File: config.mk
export PLATFORM = sky130hd
export DESIGN_NAME = round_robin_thread_picker_flat
export DESIGN_NICKNAME = d
export VERILOG_FILES = /design/src/hw/rtl/rrtp_pkg.sv /design/src/hw/rtl/rrtp_ifs.sv /design/src/hw/rtl/round_robin_thread_picker.sv /design/src/hw/rtl/rrtp_datapath.sv /design/src/hw/rtl/rrtp_ctrl.sv /design/src/flat_wrapper.sv
export SDC_FILE = /design/constraint.sdc
export NUM_CORES = 2
export LEC_CHECK = 0
export ABC_AREA = 1
export ABC_CLOCK_PERIOD_IN_PS = 14900
export BUFFER_PORTS_ARGS = -buffer_cell sky130_fd_sc_hd__buf_2
export CORE_MARGIN = 2
export CORE_UTILIZATION = 37
export CTS_CLUSTER_SIZE = 24
export DETAILED_ROUTE_END_ITERATION = 7
export PLACE_DENSITY = 0.56
export SYNTH_ARGS = -nofsm -noshare
export SYNTH_HDL_FRONTEND = slang
export SYNTH_SLANG_ARGS = --single-unit
export TNS_END_PERCENT = 50
File: constraint.sdc
create_clock -name clk -period 14.9 [get_ports clk]
set_clock_uncertainty 0.1 [all_clocks]
set_input_delay 0.745 -clock clk [delete_from_list [all_inputs] [get_ports clk]]
set_output_delay 0.745 -clock clk [all_outputs]
set_load 0.02 [all_outputs]
File: src/hw/rtl/rrtp_pkg.sv
// rrtp_pkg: shared constants, command/status structs and helpers for the
// round-robin thread picker; no dependencies
package rrtp_pkg;

  localparam int MAX_THREADS = 16;
  localparam int IDX_W       = $clog2(MAX_THREADS);
  localparam int CNT_W       = $clog2(MAX_THREADS + 1);

  localparam int TID_W   = 4;
  localparam int KIND_W  = 3;
  localparam int TIME_W  = 64;
  localparam int SLICE_W = 32;

  localparam logic [SLICE_W-1:0] SLICE_RESET = 32'd1000;

  // operation codes
  localparam logic [KIND_W-1:0] KIND_ADD    = 3'd0;
  localparam logic [KIND_W-1:0] KIND_REMOVE = 3'd1;
  localparam logic [KIND_W-1:0] KIND_SET    = 3'd2;
  localparam logic [KIND_W-1:0] KIND_CLEAR  = 3'd3;
  localparam logic [KIND_W-1:0] KIND_SCHED  = 3'd4;

  // controller to datapath
  typedef struct packed {
    logic latch;
    logic clr_res;
    logic do_add;
    logic do_set;
    logic clr_issue;
    logic clr_finish;
    logic sched_start;
    logic rm_step;
    logic scan_step;
    logic out_load;
  } rrtp_cmd_t;

  // datapath to controller
  typedef struct packed {
    logic [KIND_W-1:0] kind;
    logic [CNT_W-1:0]  count;
    logic              rm_go;
    logic              found;
    logic              out_free;
  } rrtp_sts_t;

  function automatic logic [IDX_W-1:0] to_idx(input logic [TID_W-1:0] id);
    logic [31:0] t;
    t = 32'(id);
    return t[IDX_W-1:0];
  endfunction

  function automatic logic id_in_range(input logic [TID_W-1:0] id);
    return 32'(id) < 32'(MAX_THREADS);
  endfunction

endpackage

File: src/hw/rtl/rrtp_ifs.sv
// rrtp_ifs: valid/ready channel interfaces for request and result words
// depends on rrtp_pkg
interface rrtp_in_if;
  logic                         valid;
  logic                         ready;
  logic [rrtp_pkg::KIND_W-1:0]  kind;
  logic [rrtp_pkg::TID_W-1:0]   thread_id;
  logic                         prev_valid;
  logic [rrtp_pkg::TIME_W-1:0]  deadline;
  logic [rrtp_pkg::TIME_W-1:0]  now;

  modport source (output valid, kind, thread_id, prev_valid, deadline, now, input ready);
  modport sink   (input valid, kind, thread_id, prev_valid, deadline, now, output ready);
endinterface

interface rrtp_out_if;
  logic                         valid;
  logic                         ready;
  logic                         chosen_valid;
  logic [rrtp_pkg::TID_W-1:0]   chosen_thread;
  logic [rrtp_pkg::TIME_W-1:0]  wait_ticks;
  logic                         was_delayed;
  logic                         refused;

  modport source (output valid, chosen_valid, chosen_thread, wait_ticks, was_delayed,
                  refused, input ready);
  modport sink   (input valid, chosen_valid, chosen_thread, wait_ticks, was_delayed,
                  refused, output ready);
endinterface

File: src/hw/rtl/round_robin_thread_picker.sv
// round_robin_thread_picker: top level of the round-robin thread picker
// depends on rrtp_pkg, rrtp_ifs, rrtp_ctrl and rrtp_datapath
//
// Round-robin picker over up to 16 threads: a FIFO ring of thread ids plus a
// 64-bit wake time and a running mark per thread. Each request word (add,
// remove, set deadline, clear deadline, schedule) gives exactly one result
// word. One request is worked on at a time. Clear deadline takes one
// wake-memory read. Remove of a queued thread walks the whole ring, N
// entries where N is the ring length; schedule visits k ring entries (0
// for an empty ring, at most N). The walk goes from the head one entry a
// cycle through the single wake-memory read port, rotating each visited
// entry to the tail and stopping at the first runnable one. The input is
// ready again in the same cycle the result word appears in the output
// register, so the next request is taken while the result waits; a
// request whose result is done while the previous word is still untaken
// holds in its finish step until that word is taken. slice_ticks is to be
// written via cfg_we/cfg_wdata only while idle; the block itself does not
// enforce this. It resets to 1000.
module round_robin_thread_picker (
  input  logic                          clk,
  input  logic                          rst_n,
  rrtp_in_if.sink                       in_ch,
  rrtp_out_if.source                    out_ch,
  input  logic                          cfg_we,
  input  logic [rrtp_pkg::SLICE_W-1:0]  cfg_wdata
);

  // command and status between sequencer and datapath
  rrtp_pkg::rrtp_cmd_t cmd;
  rrtp_pkg::rrtp_sts_t sts;

  // sequencer: owns the input handshake and the walk counters
  rrtp_ctrl u_ctrl (
    .clk      (clk),
    .rst_n    (rst_n),
    .in_valid (in_ch.valid),
    .in_ready (in_ch.ready),
    .sts      (sts),
    .cmd      (cmd)
  );

  // datapath: ring, marks, wake memory, result and output word registers
  rrtp_datapath u_dp (
    .clk               (clk),
    .rst_n             (rst_n),
    .cmd               (cmd),
    .sts               (sts),
    .cfg_we            (cfg_we),
    .cfg_wdata         (cfg_wdata),
    .in_kind           (in_ch.kind),
    .in_thread_id      (in_ch.thread_id),
    .in_prev_valid     (in_ch.prev_valid),
    .in_deadline       (in_ch.deadline),
    .in_now            (in_ch.now),
    .out_valid         (out_ch.valid),
    .out_ready         (out_ch.ready),
    .out_chosen_valid  (out_ch.chosen_valid),
    .out_chosen_thread (out_ch.chosen_thread),
    .out_wait_ticks    (out_ch.wait_ticks),
    .out_was_delayed   (out_ch.was_delayed),
    .out_refused       (out_ch.refused)
  );

endmodule

File: src/hw/rtl/rrtp_datapath.sv
// rrtp_datapath: thread ring, marks, wake-time memory, result and output registers
// depends on rrtp_pkg; driven by rrtp_ctrl through rrtp_cmd_t
module rrtp_datapath (
  input  logic                          clk,
  input  logic                          rst_n,
  input  rrtp_pkg::rrtp_cmd_t           cmd,
  output rrtp_pkg::rrtp_sts_t           sts,
  input  logic                          cfg_we,
  input  logic [rrtp_pkg::SLICE_W-1:0]  cfg_wdata,
  input  logic [rrtp_pkg::KIND_W-1:0]   in_kind,
  input  logic [rrtp_pkg::TID_W-1:0]    in_thread_id,
  input  logic                          in_prev_valid,
  input  logic [rrtp_pkg::TIME_W-1:0]   in_deadline,
  input  logic [rrtp_pkg::TIME_W-1:0]   in_now,
  output logic                          out_valid,
  input  logic                          out_ready,
  output logic                          out_chosen_valid,
  output logic [rrtp_pkg::TID_W-1:0]    out_chosen_thread,
  output logic [rrtp_pkg::TIME_W-1:0]   out_wait_ticks,
  output logic                          out_was_delayed,
  output logic                          out_refused
);

  localparam int N = rrtp_pkg::MAX_THREADS;

  // latched request word
  logic [rrtp_pkg::KIND_W-1:0]  kind_r;
  logic [rrtp_pkg::TID_W-1:0]   id_r;
  logic                         prev_r;
  logic [rrtp_pkg::TIME_W-1:0]  dl_r;
  logic [rrtp_pkg::TIME_W-1:0]  now_r;
  logic [rrtp_pkg::SLICE_W-1:0] slice_r;

  logic [rrtp_pkg::TID_W-1:0]   ring_r   [N];
  logic [rrtp_pkg::TID_W-1:0]   ring_nxt [N];
  logic [rrtp_pkg::CNT_W-1:0]   cnt_r, cnt_nxt;
  logic [N-1:0]                 queued_r, queued_nxt;
  logic [N-1:0]                 running_r, running_nxt;

  logic [rrtp_pkg::TIME_W-1:0]  wake_mem [N];
  logic [N-1:0]                 wake_vld_r;
  logic [rrtp_pkg::TIME_W-1:0]  rd_data_r;
  logic                         rd_vld_r;
  logic                         wr_en;
  logic [rrtp_pkg::IDX_W-1:0]   wr_idx, rd_idx;
  logic [rrtp_pkg::TIME_W-1:0]  wr_data;

  logic                         res_cv_r;
  logic [rrtp_pkg::TID_W-1:0]   res_ct_r;
  logic [rrtp_pkg::TIME_W-1:0]  res_wait_r;
  logic                         res_wd_r;
  logic                         res_ref_r;
  logic                         out_valid_r;

  logic                         id_ok;
  logic [rrtp_pkg::IDX_W-1:0]   idx;
  logic [rrtp_pkg::TID_W-1:0]   head_t;
  logic [rrtp_pkg::IDX_W-1:0]   head_idx;
  logic                         head_ok;
  logic [rrtp_pkg::TIME_W-1:0]  rd_val;
  logic [rrtp_pkg::TIME_W:0]    diff;
  logic                         later;
  logic                         eligible;
  logic                         pick;
  logic                         refuse;
  logic                         drop;
  logic                         shift;
  logic                         rotate;

  assign id_ok    = rrtp_pkg::id_in_range(id_r);
  assign idx      = rrtp_pkg::to_idx(id_r);
  assign head_t   = ring_r[0];
  assign head_idx = rrtp_pkg::to_idx(head_t);
  assign head_ok  = rrtp_pkg::id_in_range(head_t);
  assign rd_val   = rd_vld_r ? rd_data_r : '0;

  // borrow out of wake - now tells whether the wake time lies in the past
  assign diff     = {1'b0, rd_val} - {1'b0, now_r};
  assign later    = !diff[rrtp_pkg::TIME_W] && (diff[rrtp_pkg::TIME_W-1:0] != '0);
  assign eligible = head_ok && !running_r[head_idx] && !later;
  assign pick     = cmd.scan_step && eligible;

  assign refuse = !id_ok || queued_r[idx] || (cnt_r >= rrtp_pkg::CNT_W'(N));
  assign drop   = cmd.rm_step && (head_t == id_r);
  assign shift  = cmd.rm_step || cmd.scan_step;
  assign rotate = cmd.scan_step || (cmd.rm_step && !drop);

  always_ff @(posedge clk) begin
    if (cmd.latch) begin
      kind_r <= in_kind;
      id_r   <= in_thread_id;
      prev_r <= in_prev_valid;
      dl_r   <= in_deadline;
      now_r  <= in_now;
    end
  end

  always_ff @(posedge clk) begin
    if (!rst_n) begin
      slice_r <= rrtp_pkg::SLICE_RESET;
    end else if (cfg_we) begin
      slice_r <= cfg_wdata;
    end
  end

  // ring update: append, or one step of head-to-tail rotation / head drop
  always_comb begin
    ring_nxt    = ring_r;
    cnt_nxt     = cnt_r;
    queued_nxt  = queued_r;
    running_nxt = running_r;
    if (cmd.do_add && !refuse) begin
      for (int k = 0; k < N; k++) begin
        if (rrtp_pkg::CNT_W'(k) == cnt_r) begin
          ring_nxt[k] = id_r;
        end
      end
      cnt_nxt         = cnt_r + 1'b1;
      queued_nxt[idx] = 1'b1;
    end
    if (shift) begin
      for (int k = 0; k < N - 1; k++) begin
        ring_nxt[k] = ring_r[k+1];
      end
      ring_nxt[N-1] = ring_r[N-1];
      if (rotate) begin
        for (int k = 0; k < N; k++) begin
          if (rrtp_pkg::CNT_W'(k) == cnt_r - 1'b1) begin
            ring_nxt[k] = ring_r[0];
          end
        end
      end
    end
    if (drop) begin
      cnt_nxt         = cnt_r - 1'b1;
      queued_nxt[idx] = 1'b0;
    end
    if (cmd.sched_start && prev_r && id_ok) begin
      running_nxt[idx] = 1'b0;
    end
    if (pick) begin
      running_nxt[head_idx] = 1'b1;
    end
  end

  always_ff @(posedge clk) begin
    ring_r <= ring_nxt;
  end

  always_ff @(posedge clk) begin
    if (!rst_n) begin
      cnt_r     <= '0;
      queued_r  <= '0;
      running_r <= '0;
    end else begin
      cnt_r     <= cnt_nxt;
      queued_r  <= queued_nxt;
      running_r <= running_nxt;
    end
  end

  // wake-time memory: one write, one registered read per cycle
  always_comb begin
    wr_en   = 1'b0;
    wr_idx  = idx;
    wr_data = '0;
    if (cmd.do_set && id_ok) begin
      wr_en   = 1'b1;
      wr_data = dl_r;
    end else if (cmd.clr_finish && id_ok) begin
      wr_en = 1'b1;
    end else if (pick) begin
      wr_en  = 1'b1;
      wr_idx = head_idx;
    end
  end

  always_comb begin
    if (cmd.clr_issue) begin
      rd_idx = idx;
    end else if (cmd.sched_start) begin
      rd_idx = head_idx;
    end else begin
      rd_idx = rrtp_pkg::to_idx(ring_r[1]);
    end
  end

  always_ff @(posedge clk) begin
    if (wr_en) begin
      wake_mem[wr_idx] <= wr_data;
    end
    rd_data_r <= wake_mem[rd_idx];
  end

  always_ff @(posedge clk) begin
    if (!rst_n) begin
      wake_vld_r <= '0;
      rd_vld_r   <= 1'b0;
    end else begin
      if (wr_en) begin
        wake_vld_r[wr_idx] <= 1'b1;
      end
      rd_vld_r <= wake_vld_r[rd_idx];
    end
  end

  // result fields collected while the operation runs
  // dispatch clears them, seeding the refusal and the slice cap where they apply
  always_ff @(posedge clk) begin
    if (cmd.clr_res) begin
      res_cv_r   <= 1'b0;
      res_ct_r   <= '0;
      res_wait_r <= cmd.sched_start ? rrtp_pkg::TIME_W'(slice_r) : '0;
      res_wd_r   <= 1'b0;
      res_ref_r  <= cmd.do_add ? refuse : 1'b0;
    end
    if (cmd.clr_finish) begin
      res_wd_r <= id_ok && (rd_val != '0);
    end
    if (pick) begin
      res_cv_r <= 1'b1;
      res_ct_r <= head_t;
    end else if (cmd.scan_step && head_ok && !running_r[head_idx] && later &&
                 (diff[rrtp_pkg::TIME_W-1:0] < res_wait_r)) begin
      res_wait_r <= diff[rrtp_pkg::TIME_W-1:0];
    end
  end

  // output word register
  always_ff @(posedge clk) begin
    if (!rst_n) begin
      out_valid_r <= 1'b0;
    end else if (cmd.out_load) begin
      out_valid_r <= 1'b1;
    end else if (out_ready) begin
      out_valid_r <= 1'b0;
    end
  end

  always_ff @(posedge clk) begin
    if (cmd.out_load) begin
      out_chosen_valid  <= res_cv_r;
      out_chosen_thread <= res_ct_r;
      out_wait_ticks    <= res_wait_r;
      out_was_delayed   <= res_wd_r;
      out_refused       <= res_ref_r;
    end
  end

  assign out_valid    = out_valid_r;
  assign sts.kind     = kind_r;
  assign sts.count    = cnt_r;
  assign sts.rm_go    = id_ok && queued_r[idx];
  assign sts.found    = eligible;
  assign sts.out_free = !out_valid_r || out_ready;

  a_count_matches_marks: assert property (@(posedge clk) disable iff (!rst_n)
    $countones(queued_r) == int'(cnt_r))
    else $error("queue count disagrees with queued marks");

  a_pick_marks_running: assert property (@(posedge clk) disable iff (!rst_n)
    pick |=> running_r[$past(head_idx)])
    else $error("picked thread not marked running");

  a_scan_keeps_count: assert property (@(posedge clk) disable iff (!rst_n)
    cmd.scan_step |=> cnt_r == $past(cnt_r))
    else $error("scan step changed queue length");

endmodule

File: src/hw/rtl/rrtp_ctrl.sv
// rrtp_ctrl: operation sequencer for the thread picker
// depends on rrtp_pkg; drives rrtp_datapath through rrtp_cmd_t
module rrtp_ctrl (
  input  logic                 clk,
  input  logic                 rst_n,
  input  logic                 in_valid,
  output logic                 in_ready,
  input  rrtp_pkg::rrtp_sts_t  sts,
  output rrtp_pkg::rrtp_cmd_t  cmd
);

  typedef enum logic [2:0] {
    S_IDLE,
    S_DISP,
    S_CLR,
    S_REMOVE,
    S_SCAN,
    S_FINISH
  } state_t;

  state_t                     state_r;
  logic                       in_ready_r;
  logic [rrtp_pkg::CNT_W-1:0] steps_r;
  logic                       last_step;

  assign last_step = steps_r == rrtp_pkg::CNT_W'(1);
  assign in_ready  = in_ready_r;

  always_comb begin
    cmd       = '0;
    cmd.latch = in_ready_r && in_valid;
    case (state_r)
      S_DISP: begin
        cmd.clr_res = 1'b1;
        case (sts.kind)
          rrtp_pkg::KIND_ADD:    cmd.do_add      = 1'b1;
          rrtp_pkg::KIND_SET:    cmd.do_set      = 1'b1;
          rrtp_pkg::KIND_CLEAR:  cmd.clr_issue   = 1'b1;
          rrtp_pkg::KIND_SCHED:  cmd.sched_start = 1'b1;
          default: ;
        endcase
      end
      S_CLR:    cmd.clr_finish = 1'b1;
      S_REMOVE: cmd.rm_step    = 1'b1;
      S_SCAN:   cmd.scan_step  = 1'b1;
      S_FINISH: cmd.out_load   = sts.out_free;
      default: ;
    endcase
  end

  always_ff @(posedge clk) begin
    if (!rst_n) begin
      state_r    <= S_IDLE;
      in_ready_r <= 1'b0;
      steps_r    <= '0;
    end else begin
      case (state_r)
        S_IDLE: begin
          if (cmd.latch) begin
            state_r    <= S_DISP;
            in_ready_r <= 1'b0;
          end else begin
            in_ready_r <= 1'b1;
          end
        end
        S_DISP: begin
          case (sts.kind)
            rrtp_pkg::KIND_REMOVE: begin
              if (sts.rm_go) begin
                steps_r <= sts.count;
                state_r <= S_REMOVE;
              end else begin
                state_r <= S_FINISH;
              end
            end
            rrtp_pkg::KIND_CLEAR: state_r <= S_CLR;
            rrtp_pkg::KIND_SCHED: begin
              if (sts.count == '0) begin
                state_r <= S_FINISH;
              end else begin
                steps_r <= sts.count;
                state_r <= S_SCAN;
              end
            end
            default: state_r <= S_FINISH;
          endcase
        end
        S_CLR: state_r <= S_FINISH;
        S_REMOVE: begin
          steps_r <= steps_r - 1'b1;
          if (last_step) begin
            state_r <= S_FINISH;
          end
        end
        S_SCAN: begin
          steps_r <= steps_r - 1'b1;
          if (sts.found || last_step) begin
            state_r <= S_FINISH;
          end
        end
        S_FINISH: begin
          if (sts.out_free) begin
            state_r    <= S_IDLE;
            in_ready_r <= 1'b1;
          end
        end
        default: state_r <= S_IDLE;
      endcase
    end
  end

  a_steps_bounded: assert property (@(posedge clk) disable iff (!rst_n)
    (state_r == S_SCAN || state_r == S_REMOVE) |-> (steps_r != '0 && steps_r <= sts.count))
    else $error("walk step count out of range");

  a_load_into_free_slot: assert property (@(posedge clk) disable iff (!rst_n)
    cmd.out_load |-> sts.out_free)
    else $error("result loaded over a pending word");

  a_finish_reopens: assert property (@(posedge clk) disable iff (!rst_n)
    (state_r == S_FINISH && sts.out_free) |=> in_ready_r)
    else $error("input not reopened after result handoff");

endmodule

File: src/flat_wrapper.sv
// flat-port wrapper written by rule: the top's interface ports become plain ports
module round_robin_thread_picker_flat 
  (clk, rst_n, cfg_we, cfg_wdata, in_ch_valid, in_ch_kind, in_ch_thread_id, in_ch_prev_valid, in_ch_deadline, in_ch_now, in_ch_ready, out_ch_valid, out_ch_chosen_valid, out_ch_chosen_thread, out_ch_wait_ticks, out_ch_was_delayed, out_ch_refused, out_ch_ready);
  rrtp_in_if in_ch_i ();
  rrtp_out_if out_ch_i ();
  input  logic clk;
  input  logic rst_n;
  input  logic cfg_we;
  input  logic [rrtp_pkg::SLICE_W-1:0] cfg_wdata;
  input wire logic [$bits(in_ch_i.valid)-1:0] in_ch_valid;
  input wire logic [$bits(in_ch_i.kind)-1:0] in_ch_kind;
  input wire logic [$bits(in_ch_i.thread_id)-1:0] in_ch_thread_id;
  input wire logic [$bits(in_ch_i.prev_valid)-1:0] in_ch_prev_valid;
  input wire logic [$bits(in_ch_i.deadline)-1:0] in_ch_deadline;
  input wire logic [$bits(in_ch_i.now)-1:0] in_ch_now;
  output wire logic [$bits(in_ch_i.ready)-1:0] in_ch_ready;
  output wire logic [$bits(out_ch_i.valid)-1:0] out_ch_valid;
  output wire logic [$bits(out_ch_i.chosen_valid)-1:0] out_ch_chosen_valid;
  output wire logic [$bits(out_ch_i.chosen_thread)-1:0] out_ch_chosen_thread;
  output wire logic [$bits(out_ch_i.wait_ticks)-1:0] out_ch_wait_ticks;
  output wire logic [$bits(out_ch_i.was_delayed)-1:0] out_ch_was_delayed;
  output wire logic [$bits(out_ch_i.refused)-1:0] out_ch_refused;
  input wire logic [$bits(out_ch_i.ready)-1:0] out_ch_ready;
  assign in_ch_i.valid = in_ch_valid;
  assign in_ch_i.kind = in_ch_kind;
  assign in_ch_i.thread_id = in_ch_thread_id;
  assign in_ch_i.prev_valid = in_ch_prev_valid;
  assign in_ch_i.deadline = in_ch_deadline;
  assign in_ch_i.now = in_ch_now;
  assign in_ch_ready = in_ch_i.ready;
  assign out_ch_valid = out_ch_i.valid;
  assign out_ch_chosen_valid = out_ch_i.chosen_valid;
  assign out_ch_chosen_thread = out_ch_i.chosen_thread;
  assign out_ch_wait_ticks = out_ch_i.wait_ticks;
  assign out_ch_was_delayed = out_ch_i.was_delayed;
  assign out_ch_refused = out_ch_i.refused;
  assign out_ch_i.ready = out_ch_ready;
  round_robin_thread_picker u_core (.clk(clk), .rst_n(rst_n), .in_ch(in_ch_i), .out_ch(out_ch_i), .cfg_we(cfg_we), .cfg_wdata(cfg_wdata));
endmodule
==> metrics.yaml <==
grt_start_max_net_pins: 163
core-area_mm2: 0.180
relSlewSlack: 0.109
utilization: 0.428
fin_nets: 6955
setup_tns_ns: 0
power_leakage_uw: 0.0302
slew_viol_final: 0
syn2layout_area_growth_pct: 15.2
outcome: "finished clean"
clock_sinks: 1526
vias: 47600
syn_avg_cell_area_um2: 10.6
clk_path_buf_depth: 3
hold_viol_final: 0
synth_top_area_frac: 0.583
synth_edf_count: 1301
required_ns: 15.22
drv_cap: 0
dp_hpwl_um: 124000
synth-seq-cells: 1526
ys_seq_area_frac: 0.651
drive_above_1_share: 0.102
syn_nets: 6660
routedWlPerCell_um: 21.5
synth_cell_type_count: 54
cp_common_cell: "nand2_1"
netlist_area_mm2: 0.0670
yosys_warnings: 0
dr.pass1.iters: 6
ant_nets: 0
reg2reg_depth: 28
cts_tree: "built"
path_clk_slew_ns: 0.06
critPathKind: "flip-flop to flip-flop"
min_period_ns: 6.58
endpoint_kind: "flip-flop"
path_buf_inv: 4
ys_async_sr_fraction: 0
die_w_um: 429
rows: 156
ctsRootBufferMaster: "clkbuf_16"
start_util: 0.371
cts_post_setup_buffers_inserted: 0
insertion_delay_ns: 0.82
crit_fanout: 64
fmax_ghz: 0.152
drt_wl_total_um: 197000
antenna_found_initial: 10
cts_buffers: 165
vias_per_cell: 5.20
numPortBuffers: 245
startpoint_type: "flip-flop"
ir_drop_mv: 0.0974
power_density_mw_per_mm2: 167
rsz0062_at_grt: "no"
grt_pass1_vias: 45900
syn_inst: 6338
synth_area_leaders: "edfxtp_1, dfxtp_1, nand2_1"
finish.instance_area_mm2: 0.0771
gp_congestion: 0.970
worst_slew_pin_slew_ns: 1.33
grt_pass1_wl_um: 293000
die_h_um: 429
dominantRegCellSynth: "edfxtp_1"
critical_path.top_delay_family: "simple AND/OR/NAND/NOR gates"
crit_path_top_delay_cell: "buf_4"
yosys.area.top_type: "edfxtp_1"
drtIter0Drc: 4203
dieArea_mm2: 0.184
htreeDepth: 4
critPathArrivalTime_ns: 6.90
cpPeakStageDelay_ns: 0.68
drc: 0
dpl_cell_area_mm2: 0.0706
grt_remaining_overflow: 0
pin_count: 246
min_path_cells: 1
grt_usage: 0.209
cp_num_cells: 28
hp-class: "primary input to flip-flop"
setup_violations: 0
finalCritPeriodShare: 0.442
worst reg2reg max path, delay by kind of cell (launching register included):
family	cells	cell delay, ns
simple gates	22	3.36
buf+inv	4	1.64
fa+ha+maj	2	0.70
flops	1	0.31
cell usage in the layout, fill, tap and decap left out, drive strengths merged, types with 23 or more instances in the layout:
master          n
nand4          44
nand3         128
a211oi         23
buf           307
o211ai        140
nand2         998
clkinv         84
o21ai         767
a21oi         141
dfxtp         225
clkbuf        209
nor3           27
edfxtp       1301
ha            148
nor2          891
inv           794
a22oi          48
dlygate4sd3   121
o221ai        131
o22ai         128
metrics by stage:
| stage | instances | worst slack, ns | hold slack [ns] | total power, uW |
|---|---|---|---|---|
| 6_report | 9146 | 8.32 | 0.0521 | 12800 |
| 5_1_grt | 9144 | 7.88 | 0.00344 | 13500 |
| 4_1_cts | 9144 | 8.31 | 0.0000725 | 12900 |
| 3_5_place_dp | 8715 | 8.33 | 0.307 | 8900 |
| 3_3_place_gp | 8715 | 8.41 | 0.307 | 8870 |
| 2_1_floorplan | 6338 | 9.60 | 0.300 | 7570 |
Yosys cell counts, types with 2 or more instances:
master	n
nor2_4	3
buf_6	2
nor2_2	28
o21bai_1	3
nand3_1	119
nand3_2	9
xor2_1	13
a211oi_1	23
o21ai_2	6
a21oi_2	16
nor3_1	19
edfxtp_1	1301
ha_1	148
nand3b_1	21
o21a_1	2
nand4_1	44
buf_2	20
o211ai_1	140
o21ai_0	730
nor3_2	7
clkinv_1	6
dfxtp_1	225
nand2_1	974
nor2_1	860
and3_1	3
o31ai_1	18
a22oi_1	48
xnor2_1	15
a21oi_1	125
inv_1	760
inv_2	23
o221ai_1	131
clkbuf_1	257
or2_2	3
nor4_1	12
buf_1	20
o21ai_1	31
o22ai_1	128
nand2_2	23
a31oi_1	6
a21boi_0	3
cell families (layout without fill, tap and decap cells):
| kind of cell | Yosys count | after routing | synth area share |
|---|---|---|---|
| AND/OR/NAND/NOR | 2128 | 2128 | 0.129 |
| flip-flops | 1526 | 1526 | 0.651 |
| AO/OA/AOI/OAI | 1417 | 1417 | 0.126 |
| buffers and inverters | 1089 | 1525 | 0.0617 |
| adder cells (fa/ha/maj) | 149 | 149 | 0.0280 |
| XOR/XNOR | 28 | 28 | 0.00366 |
| multiplexers | 1 | 1 | 0.000149 |
| other | 0 | 2 | 0 |
worst paths after layout:
path                                                          to                    start  slack (ns)
worst min-delay path                       u_core.u_dp.now_r[31]            in_ch_now[31]        0.05
worst min register to register  u_core.u_dp.out_chosen_thread[0]  u_core.u_dp.res_ct_r[0]        0.32
worst max register to register      u_core.u_dp.wake_mem[12][14]     u_core.u_dp.rd_vld_r        8.32
worst max-delay path                u_core.u_dp.wake_mem[12][14]     u_core.u_dp.rd_vld_r        8.32
routing by layer:
layer,vias up,track usage,part of all wire
met1,23200,0.287,0.44
met3,260,0.0295,0.059
met5,-,0,0
met2,1510,0.338,0.47
met4,0,0.0707,0.032
li1,22600,-,-
registers in the layout (all words and copies together), names as in the netlist, 5 cells and up:
name                        cells
u_core.u_dp.wake_mem         1024
u_core.u_dp.queued_r           16
u_core.u_dp.wake_vld_r         16
u_core.u_dp.slice_r            32
u_core.u_dp.res_wait_r         64
u_core.u_dp.out_wait_ticks     64
u_core.u_dp.cnt_r               5
u_core.u_dp.rd_data_r          64
u_core.u_dp.now_r              64
u_core.u_dp.dl_r               64
u_core.u_dp.ring_r             60
u_core.u_ctrl.steps_r           5
u_core.u_dp.running_r          16
layout make-up:
type                       instances  area, um2
antenna                            2       5.00
clock buffer                     209       4410
clock inverter                    99        866
fill                           17200     103000
inverter                         789       3020
multi-input combinational       3723      19300
sequential                      1526      43600
tap                             2370       2970
timing repair buffer             428       2930
where the power goes:
part	switching [uW]	internal (uW)
logic	2640	987
clock network	1760	2230
registers	170	5060
total	4570	8280
what timing repair did:
| item | 4_1_cts | 5_1_grt |
|---|---|---|
| gates resized for setup | 0 | 0 |
| hold buffers | 121 | 0 |
| endpoints found under the hold margin | 121 | 0 |
Note: power is estimated with default switching activity, not from simulation.
